`config.mk`:
```
export PLATFORM = sky130hd
export DESIGN_NAME = rgb_to_256_colour_index_unit
export DESIGN_NICKNAME = d
export VERILOG_FILES = /design/src/rgbi_pkg.sv /design/src/rgbi_lane.sv /design/src/rgbi_merge.sv /design/src/rgb_to_256_colour_index_unit.sv
export VERILOG_INCLUDE_DIRS = /design/src /design/src/src
export SDC_FILE = /design/constraint.sdc
export NUM_CORES = 2
export LEC_CHECK = 0
export BUFFER_PORTS_ARGS = -buffer_cell sky130_fd_sc_hd__buf_2
export CAP_MARGIN = 20
export CORE_MARGIN = 8
export CORE_UTILIZATION = 50
export CTS_CLUSTER_SIZE = 10
export DETAILED_ROUTE_END_ITERATION = 8
export HOLD_SLACK_MARGIN = 0.06
export PLACE_DENSITY = 0.7
export SETUP_SLACK_MARGIN = 0.5
export SLEW_MARGIN = 10
export SYNTH_ARGS = -nofsm -noshare
export SYNTH_HDL_FRONTEND = slang
export SYNTH_HIERARCHICAL = 1
export SYNTH_SLANG_ARGS = --single-unit
export TNS_END_PERCENT = 1
```
`constraint.sdc`:
```
create_clock -name clk -period 6.6 [get_ports clk]
set_input_delay 0.33 -clock clk [delete_from_list [all_inputs] [get_ports clk]]
set_output_delay 0.33 -clock clk [all_outputs]
set_load 0.02 [all_outputs]
```
`src/rgb_to_256_colour_index_unit_defines.svh`:
```
// assertion macros for the rgb to 256 colour index unit
`ifndef RGB_TO_256_COLOUR_INDEX_UNIT_DEFINES_SVH
`define RGB_TO_256_COLOUR_INDEX_UNIT_DEFINES_SVH

`ifndef NO_ASSERTIONS

// same-cycle implication
`define RGBI_ASSERT_NOW(label, ck, rs, ante, cons) \
  label: assert property (@(posedge ck) disable iff (rs) (ante) |-> (cons)) \
    else $error("rgbi assertion failed");

// next-cycle implication
`define RGBI_ASSERT_NEXT(label, ck, rs, ante, cons) \
  label: assert property (@(posedge ck) disable iff (rs) (ante) |=> (cons)) \
    else $error("rgbi assertion failed");

`else

`define RGBI_ASSERT_NOW(label, ck, rs, ante, cons)
`define RGBI_ASSERT_NEXT(label, ck, rs, ante, cons)

`endif

`endif

```
`src/rgbi_pkg.sv`:
```
// shared types, constants and arithmetic helpers for the colour index unit
`default_nettype none

package rgbi_pkg;

  // register map (word index)
  localparam logic REG_GRAY_WINDOW = 1'b0;

  localparam logic [7:0] GRAY_WINDOW_RESET = 8'd22;
  localparam logic [7:0] CUBE_BASE         = 8'd16;
  localparam logic [7:0] GRAY_BASE         = 8'd232;
  localparam logic [7:0] CUBE_RED_STEP     = 8'd36;
  localparam logic [7:0] CUBE_GREEN_STEP   = 8'd6;
  localparam logic [7:0] GRAY_STEPS        = 8'd24;
  localparam logic [10:0] CUBE_LEVELS      = 11'd6;

  // reciprocal of 3 in 11 fractional bits, exact for sums up to 765
  localparam logic [18:0] RECIP3 = 19'd683;

  // per-stage load enables of a colour lane
  typedef struct packed {
    logic s1;
    logic s2;
    logic s3;
  } pipe_en_t;

  // x / 255 for x up to 255*255
  function automatic logic [7:0] div255(input logic [15:0] x);
    logic [15:0] s;
    s = x + {8'd0, x[15:8]} + 16'd1;
    return s[15:8];
  endfunction

  // channel sum / 3
  function automatic logic [7:0] div3(input logic [9:0] sum);
    logic [18:0] prod;
    prod = {9'd0, sum} * RECIP3;
    return prod[18:11];
  endfunction

  // cube level 0..5 of a channel
  function automatic logic [2:0] quant6(input logic [7:0] p);
    logic [10:0] prod;
    prod = {3'd0, p} * CUBE_LEVELS;
    return prod[10:8];
  endfunction

  // gray ramp index 232..255
  function automatic logic [7:0] gray_index(input logic [7:0] lum);
    logic [12:0] prod;
    prod = {5'd0, lum} * {5'd0, GRAY_STEPS};
    return GRAY_BASE + {3'd0, prod[12:8]};
  endfunction

  // cube index 16..231
  function automatic logic [7:0] cube_index(input logic [2:0] qr, input logic [2:0] qg,
                                            input logic [2:0] qb);
    return CUBE_BASE + {5'd0, qr} * CUBE_RED_STEP + {5'd0, qg} * CUBE_GREEN_STEP
           + {5'd0, qb};
  endfunction

endpackage

`default_nettype wire

```
`src/rgbi_lane.sv`:
```
// one colour lane: premultiply, luminance, gray test and palette index
`default_nettype none

module rgbi_lane
  import rgbi_pkg::*;
(
  input  wire logic       clk,
  input  wire pipe_en_t   en,
  input  wire logic [7:0] red,
  input  wire logic [7:0] green,
  input  wire logic [7:0] blue,
  input  wire logic [7:0] alpha,
  input  wire logic [7:0] gray_window,
  output logic      [7:0] index
);

  logic [15:0] prod [3];
  logic [7:0]  pm   [3];
  logic [7:0]  pm3  [3];
  logic [2:0]  q    [3];
  logic [7:0]  lum;
  logic [9:0]  sum;
  logic [9:0]  lo_test;
  logic [9:0]  hi_bound;
  logic        off_gray;

  // stage 1: channel times alpha
  always_ff @(posedge clk) begin
    if (en.s1) begin
      prod[0] <= red * alpha;
      prod[1] <= green * alpha;
      prod[2] <= blue * alpha;
    end
  end

  // stage 2: divide by 255
  always_ff @(posedge clk) begin
    if (en.s2) begin
      for (int k = 0; k < 3; k++) begin
        pm[k] <= div255(prod[k]);
      end
    end
  end

  // stage 3: luminance and cube levels
  assign sum = {2'd0, pm[0]} + {2'd0, pm[1]} + {2'd0, pm[2]};

  always_ff @(posedge clk) begin
    if (en.s3) begin
      lum <= div3(sum);
      for (int k = 0; k < 3; k++) begin
        pm3[k] <= pm[k];
        q[k]   <= quant6(pm[k]);
      end
    end
  end

  // window test and index select
  assign hi_bound = {2'd0, lum} + {2'd0, gray_window};

  always_comb begin
    off_gray = 1'b0;
    for (int k = 0; k < 3; k++) begin
      lo_test = {2'd0, pm3[k]} + {2'd0, gray_window};
      if (lo_test < {2'd0, lum} || {2'd0, pm3[k]} > hi_bound) begin
        off_gray = 1'b1;
      end
    end
    index = off_gray ? cube_index(q[0], q[1], q[2]) : gray_index(lum);
  end

endmodule

`default_nettype wire

```
`src/rgbi_merge.sv`:
```
// output register that joins the two lane results into one transaction
`default_nettype none

module rgbi_merge
  import rgbi_pkg::*;
(
  input  wire logic       clk,
  input  wire logic       rst,
  input  wire logic       lane_valid,
  input  wire logic [7:0] lane_back,
  input  wire logic [7:0] lane_fore,
  output logic            ready,
  output logic            out_valid,
  input  wire logic       out_stall,
  output logic      [7:0] back_index,
  output logic      [7:0] fore_index
);

  // takes a new result when empty or when the held one leaves
  assign ready = !out_valid || !out_stall;

  always_ff @(posedge clk) begin
    if (rst) begin
      out_valid <= 1'b0;
    end else if (ready) begin
      out_valid <= lane_valid;
    end
  end

  always_ff @(posedge clk) begin
    if (ready && lane_valid) begin
      back_index <= lane_back;
      fore_index <= lane_fore;
    end
  end

endmodule

`default_nettype wire

```
`src/rgb_to_256_colour_index_unit.sv`:
```
// top level: register port, lane pipeline control and output stage
//
//  channel | direction | handshake             | payload
//  --------+-----------+-----------------------+----------------------------------
//  input   | in        | in_valid / in_stall   | back_* and fore_* rgba bytes
//  output  | out       | out_valid / out_stall | back_index, fore_index
//  config  | in        | apb psel / penable    | gray_window at byte address 0
//
//  one transaction per cycle sustained while out_stall is low; after the input accept a
//  transaction passes product (loaded at the accept edge), divide by 255, luminance, output register
//  each pipeline stage loads when it is empty or its successor loads, so bubbles close up
//  a stall on the output backs up through the stages to in_stall
//  reset clears all valid bits and sets gray_window to 22
`default_nettype none
`include "rgb_to_256_colour_index_unit_defines.svh"

module rgb_to_256_colour_index_unit
  import rgbi_pkg::*;
(
  input  wire logic        clk,
  input  wire logic        rst,
  // input channel
  input  wire logic        in_valid,
  output logic             in_stall,
  input  wire logic [7:0]  back_red,
  input  wire logic [7:0]  back_green,
  input  wire logic [7:0]  back_blue,
  input  wire logic [7:0]  back_alpha,
  input  wire logic [7:0]  fore_red,
  input  wire logic [7:0]  fore_green,
  input  wire logic [7:0]  fore_blue,
  input  wire logic [7:0]  fore_alpha,
  // output channel
  output logic             out_valid,
  input  wire logic        out_stall,
  output logic      [7:0]  back_index,
  output logic      [7:0]  fore_index,
  // register port
  input  wire logic        psel,
  input  wire logic        penable,
  input  wire logic        pwrite,
  input  wire logic [2:0]  paddr,
  input  wire logic [31:0] pwdata,
  output logic      [31:0] prdata,
  output logic             pready
);

  logic       [7:0] gray_window;
  logic             v1;
  logic             v2;
  logic             v3;
  logic             merge_ready;
  pipe_en_t         en;
  logic             cfg_write;
  logic       [7:0] back_lane;
  logic       [7:0] fore_lane;

  // register port
  assign pready    = 1'b1;
  assign cfg_write = psel && penable && pwrite && pready;

  always_ff @(posedge clk) begin
    if (rst) begin
      gray_window <= GRAY_WINDOW_RESET;
    end else if (cfg_write && paddr[2] == REG_GRAY_WINDOW) begin
      gray_window <= pwdata[7:0];
    end
  end

  always_comb begin
    prdata = '0;
    if (paddr[2] == REG_GRAY_WINDOW) begin
      prdata = {24'd0, gray_window};
    end
  end

  // stage enables, bubble collapsing
  always_comb begin
    en.s3 = !v3 || merge_ready;
    en.s2 = !v2 || en.s3;
    en.s1 = !v1 || en.s2;
  end

  assign in_stall = !en.s1;

  always_ff @(posedge clk) begin
    if (rst) begin
      v1 <= 1'b0;
      v2 <= 1'b0;
      v3 <= 1'b0;
    end else begin
      if (en.s1) v1 <= in_valid;
      if (en.s2) v2 <= v1;
      if (en.s3) v3 <= v2;
    end
  end

  // colour lanes
  rgbi_lane u_back_lane (
    .clk        (clk),
    .en         (en),
    .red        (back_red),
    .green      (back_green),
    .blue       (back_blue),
    .alpha      (back_alpha),
    .gray_window(gray_window),
    .index      (back_lane)
  );

  rgbi_lane u_fore_lane (
    .clk        (clk),
    .en         (en),
    .red        (fore_red),
    .green      (fore_green),
    .blue       (fore_blue),
    .alpha      (fore_alpha),
    .gray_window(gray_window),
    .index      (fore_lane)
  );

  // output stage
  rgbi_merge u_merge (
    .clk       (clk),
    .rst       (rst),
    .lane_valid(v3),
    .lane_back (back_lane),
    .lane_fore (fore_lane),
    .ready     (merge_ready),
    .out_valid (out_valid),
    .out_stall (out_stall),
    .back_index(back_index),
    .fore_index(fore_index)
  );

  // checks
  `RGBI_ASSERT_NOW(a_empty_front_accepts, clk, rst, !v1, !in_stall)
  `RGBI_ASSERT_NEXT(a_last_stage_moves_out, clk, rst, v3 && merge_ready, out_valid)
  `RGBI_ASSERT_NEXT(a_stall_holds_last_stage, clk, rst, out_valid && out_stall && v3, v3)
  `RGBI_ASSERT_NEXT(a_window_write, clk, rst, cfg_write && paddr[2] == REG_GRAY_WINDOW,
                    gray_window == $past(pwdata[7:0]))

endmodule

`default_nettype wire

```
==> flow_summary_export.csv <==
group,metric,value,unit
logic_synthesis,synth_ff_type,"edfxtp_1",
logic_synthesis,synth_xor_area_share,5.816,%
logic_synthesis,syn-instance-count,3158,
logic_synthesis,synth_edf_count,242,
flow_run,maxCapViolCount,0,
setup_path,required,6890,ps
logic_synthesis,synthAdderAreaFrac,42.20,%
clock_network,cts_tree,"yes",
logic_synthesis,synthMuxAreaShare,0.8657,%
route,drt-met1-wl,31.41,mm
logic_synthesis,synthSimpleGateAreaFrac,11.22,%
clock_network,numCtsBuffers,34,
layout,drive_above_1_share,8.409,%
clock_network,htreeDepth,2,
route,vias_per_cell,5.236,
layout,final_nets,4327,
logic_synthesis,yosys_warnings,6,
placement,hpwl,52.09,mm
timing,slew_violations,0,
setup_path,worstReg2RegEnd,"u_back_lane/lum[6]",
layout,syn2layout_area_growth,9.221,%
setup_path,cpLargestDelayFamily,"adder cells",
timing,rsz0062_at_grt,"yes",
global_route,antenna_found_initial,4,
floorplanning,core,64230,um^2
placement,io_buffer_count,105,
global_route,grt_overflow_total,0,
setup_path,crit_path_end_kind,"flip-flop",
route,wl_per_cell,15.49,um
floorplanning,dieArea,73150,um^2
status,status,"complete, no violations",
logic_synthesis,syn_area,32370,um^2
setup_path,start_kind,"flip-flop",
timing,post-route-period-util,92.93,%
placement,place.gp.congestion,0.8638,
logic_synthesis,synth-async-reset-ratio,0,%
route,met3WireLength,2.297,mm
setup_path,crit_fanout,3,
global_route,grt.total_usage,17.59,%
clock_network,cts_root_buf,"clkbuf_16",
route,highest_layer,"met5",
logic_synthesis,synth_seq_area_share,23.19,%
clock_network,clkTransAtPathRegs,50,ps
floorplanning,ios,157,
global_route,grt_pass1_vias,22130,
setup_path,rr_startpoint,"u_back_lane/pm[0][1]",
global_route,grt_start_max_net_pins,84,
timing,clock_skew,23.78,ps
route,routed_wl,64.70,mm
logic_synthesis,postSynthAreaPerCell,10.25,um^2
setup_path,cpPeakStageDelay,550,ps
setup_path,cp_num_buf_inv,5,
min_path,hp-class,"primary input to flip-flop",
route,vias,21870,
setup_path,path_class,"flip-flop to flip-flop",
floorplanning,rows,93,
floorplanning,die_x,270.5,um
route,wl_met2,29.95,mm
timing,min_period,6133,ps
clock_network,clock-sinks,254,
timing,relSlewSlack,46.46,%
route,drt_iter0_drc,1078,
route,drt_pass1_iterations,5,
logic_synthesis,ys_ff_latch,254,
logic_synthesis,synth_top_family_by_area,"adder cells",
setup_path,r2r_slack,470,ps
setup_path,worstRegToRegCells,25,
setup_path,crit_slowest_cell,"fa_1",
setup_path,cp_data_arrival_time,6430,ps
logic_synthesis,synth_compound_area_share,10.09,%
timing,clock.fmax,163.0,MHz
floorplanning,start_util,50.40,%
route,final_antenna_net_count,0,
min_path,worstHoldStart,"pwdata[1]",
clock_network,clk_latency,540,ps
floorplanning,die_y,270.5,um
timing,final-hold-violation-count,0,
timing,setup_violations,0,
min_path,holdPathStages,3,
timing,setup_tns,0,ps
global_route,grt_first_pass_wirelength,108.6,mm
clock_network,clockBufferDepth,3,
logic_synthesis,synth_cell_type_count,80,
min_path,holdPathEnd,"gray_window[1]",
route,drc,0,
timing,worstMarginPinSlew,803.1,ps
flip-flops by register name, summed over array words and instances, names as in the netlist:
register	flops
u_back_lane/prod	48
u_fore_lane/prod	48
u_back_lane/pm3	24
u_back_lane/pm	24
u_fore_lane/pm3	24
u_fore_lane/pm	24
u_back_lane/q	9
u_fore_lane/q	9
gray_window	8
u_back_lane/lum	8
u_fore_lane/lum	8
u_merge/back_index	8
u_merge/fore_index	8
u_merge/out_valid	1
v1	1
v2	1
v3	1
worst min-delay path, stage by stage:
cell and delay [ps]:
buf_2 80, nor2_1 40, mux2i_1 150
cells in the mapped netlist (25+ instances only):
| cell | number | area [um^2] |
|---|---|---|
| a21o_1 | 68 | 510.5 |
| a21oi_1 | 153 | 765.7 |
| and2_1 | 220 | 1376 |
| buf_4 | 25 | 187.7 |
| clkbuf_1 | 34 | 127.6 |
| edfxtp_1 | 242 | 7267 |
| fa_1 | 290 | 5806 |
| ha_1 | 628 | 7858 |
| inv_1 | 475 | 1783 |
| nand2_1 | 250 | 938.4 |
| nand3_1 | 36 | 180.2 |
| nor2_1 | 100 | 375.4 |
| o21a_1 | 34 | 255.2 |
| o21ai_0 | 67 | 335.3 |
| o21bai_1 | 33 | 247.7 |
| xnor2_1 | 150 | 1314 |
| xor2_1 | 65 | 569.3 |
through the flow:
step	instances	area, um^2	setup WS, ps	hold WS [ps]	util (%)
finish	4176	35360	466.8	116.9	55.05
global route	4176	35360	250.5	115.2	55.05
CTS	4167	35250	492.8	60.99	54.88
detailed placement	4086	33850	98.55	446.6	52.70
global placement	4086	33850	185.3	449.0	52.70
floorplan	3181	32530	494.4	402.4	-
layer usage:
layer | GRT usage [%] | vias to the layer above
met5 | 0 | -
met4 | 3.917 | 2
met3 | 1.941 | 61
met2 | 29.33 | 317
met1 | 24.51 | 10560
li1 | - | 10930
placed cells by master (no fill, tap or decap), types with 63 or more instances in the layout:
| cell type | Yosys | routed |
|---|---|---|
| a21o_1 | 68 | 68 |
| a21oi_1 | 153 | 144 |
| and2_1 | 220 | 220 |
| buf_2 | 1 | 105 |
| edfxtp_1 | 242 | 242 |
| fa_1 | 290 | 287 |
| ha_1 | 628 | 618 |
| inv_1 | 475 | 472 |
| nand2_1 | 250 | 250 |
| nor2_1 | 100 | 99 |
| o21ai_0 | 67 | 63 |
| xnor2_1 | 150 | 146 |
| xor2_1 | 65 | 65 |
final cells by class:
| type | count | area (um^2) |
|---|---|---|
| clock inverter | 12 | 105.1 |
| tap | 855 | 1070 |
| multi-input combinational | 2387 | 23090 |
| clock buffer | 39 | 890.9 |
| timing repair buffer | 151 | 905.9 |
| antenna | 3 | 7.507 |
| fill | 5663 | 28870 |
| inverter | 475 | 1783 |
| sequential | 254 | 7507 |
worst max-delay path by stage:
stage,start,endpoint,slack [ps],cells past startpoint
final,u_back_lane/pm[0][1],u_back_lane/lum[6],470,25
after global routing,u_back_lane/pm[0][1],u_back_lane/lum[4],250,26
after CTS,u_back_lane/pm[0][1],u_back_lane/lum[7],490,25
after detailed placement,u_back_lane/pm[0][1],u_back_lane/lum[7],100,25
after global placement,u_back_lane/pm[0][1],u_back_lane/lum[7],190,25
after floorplan,u_back_lane/pm[0][1],u_back_lane/lum[7],490,25
repair_timing:
action	4_1_cts	5_1_grt
endpoints found under the hold margin	9	0
hold buffers	9	0
pin swaps	25	13
setup buffers	21	5
setup endpoints to repair	12	12
resized for setup	23	9
cells by family after synthesis:
family,count (synthesis)
DFF,254
buffers and inverters,540
and+or+nand+nor,722
xor gates and xnor gates,215
other,2
AOI/OAI and AO/OA,483
muxes,24
adders and majority gates,918
Power is left out: the tool's default activity adds up to more than one toggle a clock period on the data nets, which glitch-free logic cannot reach.
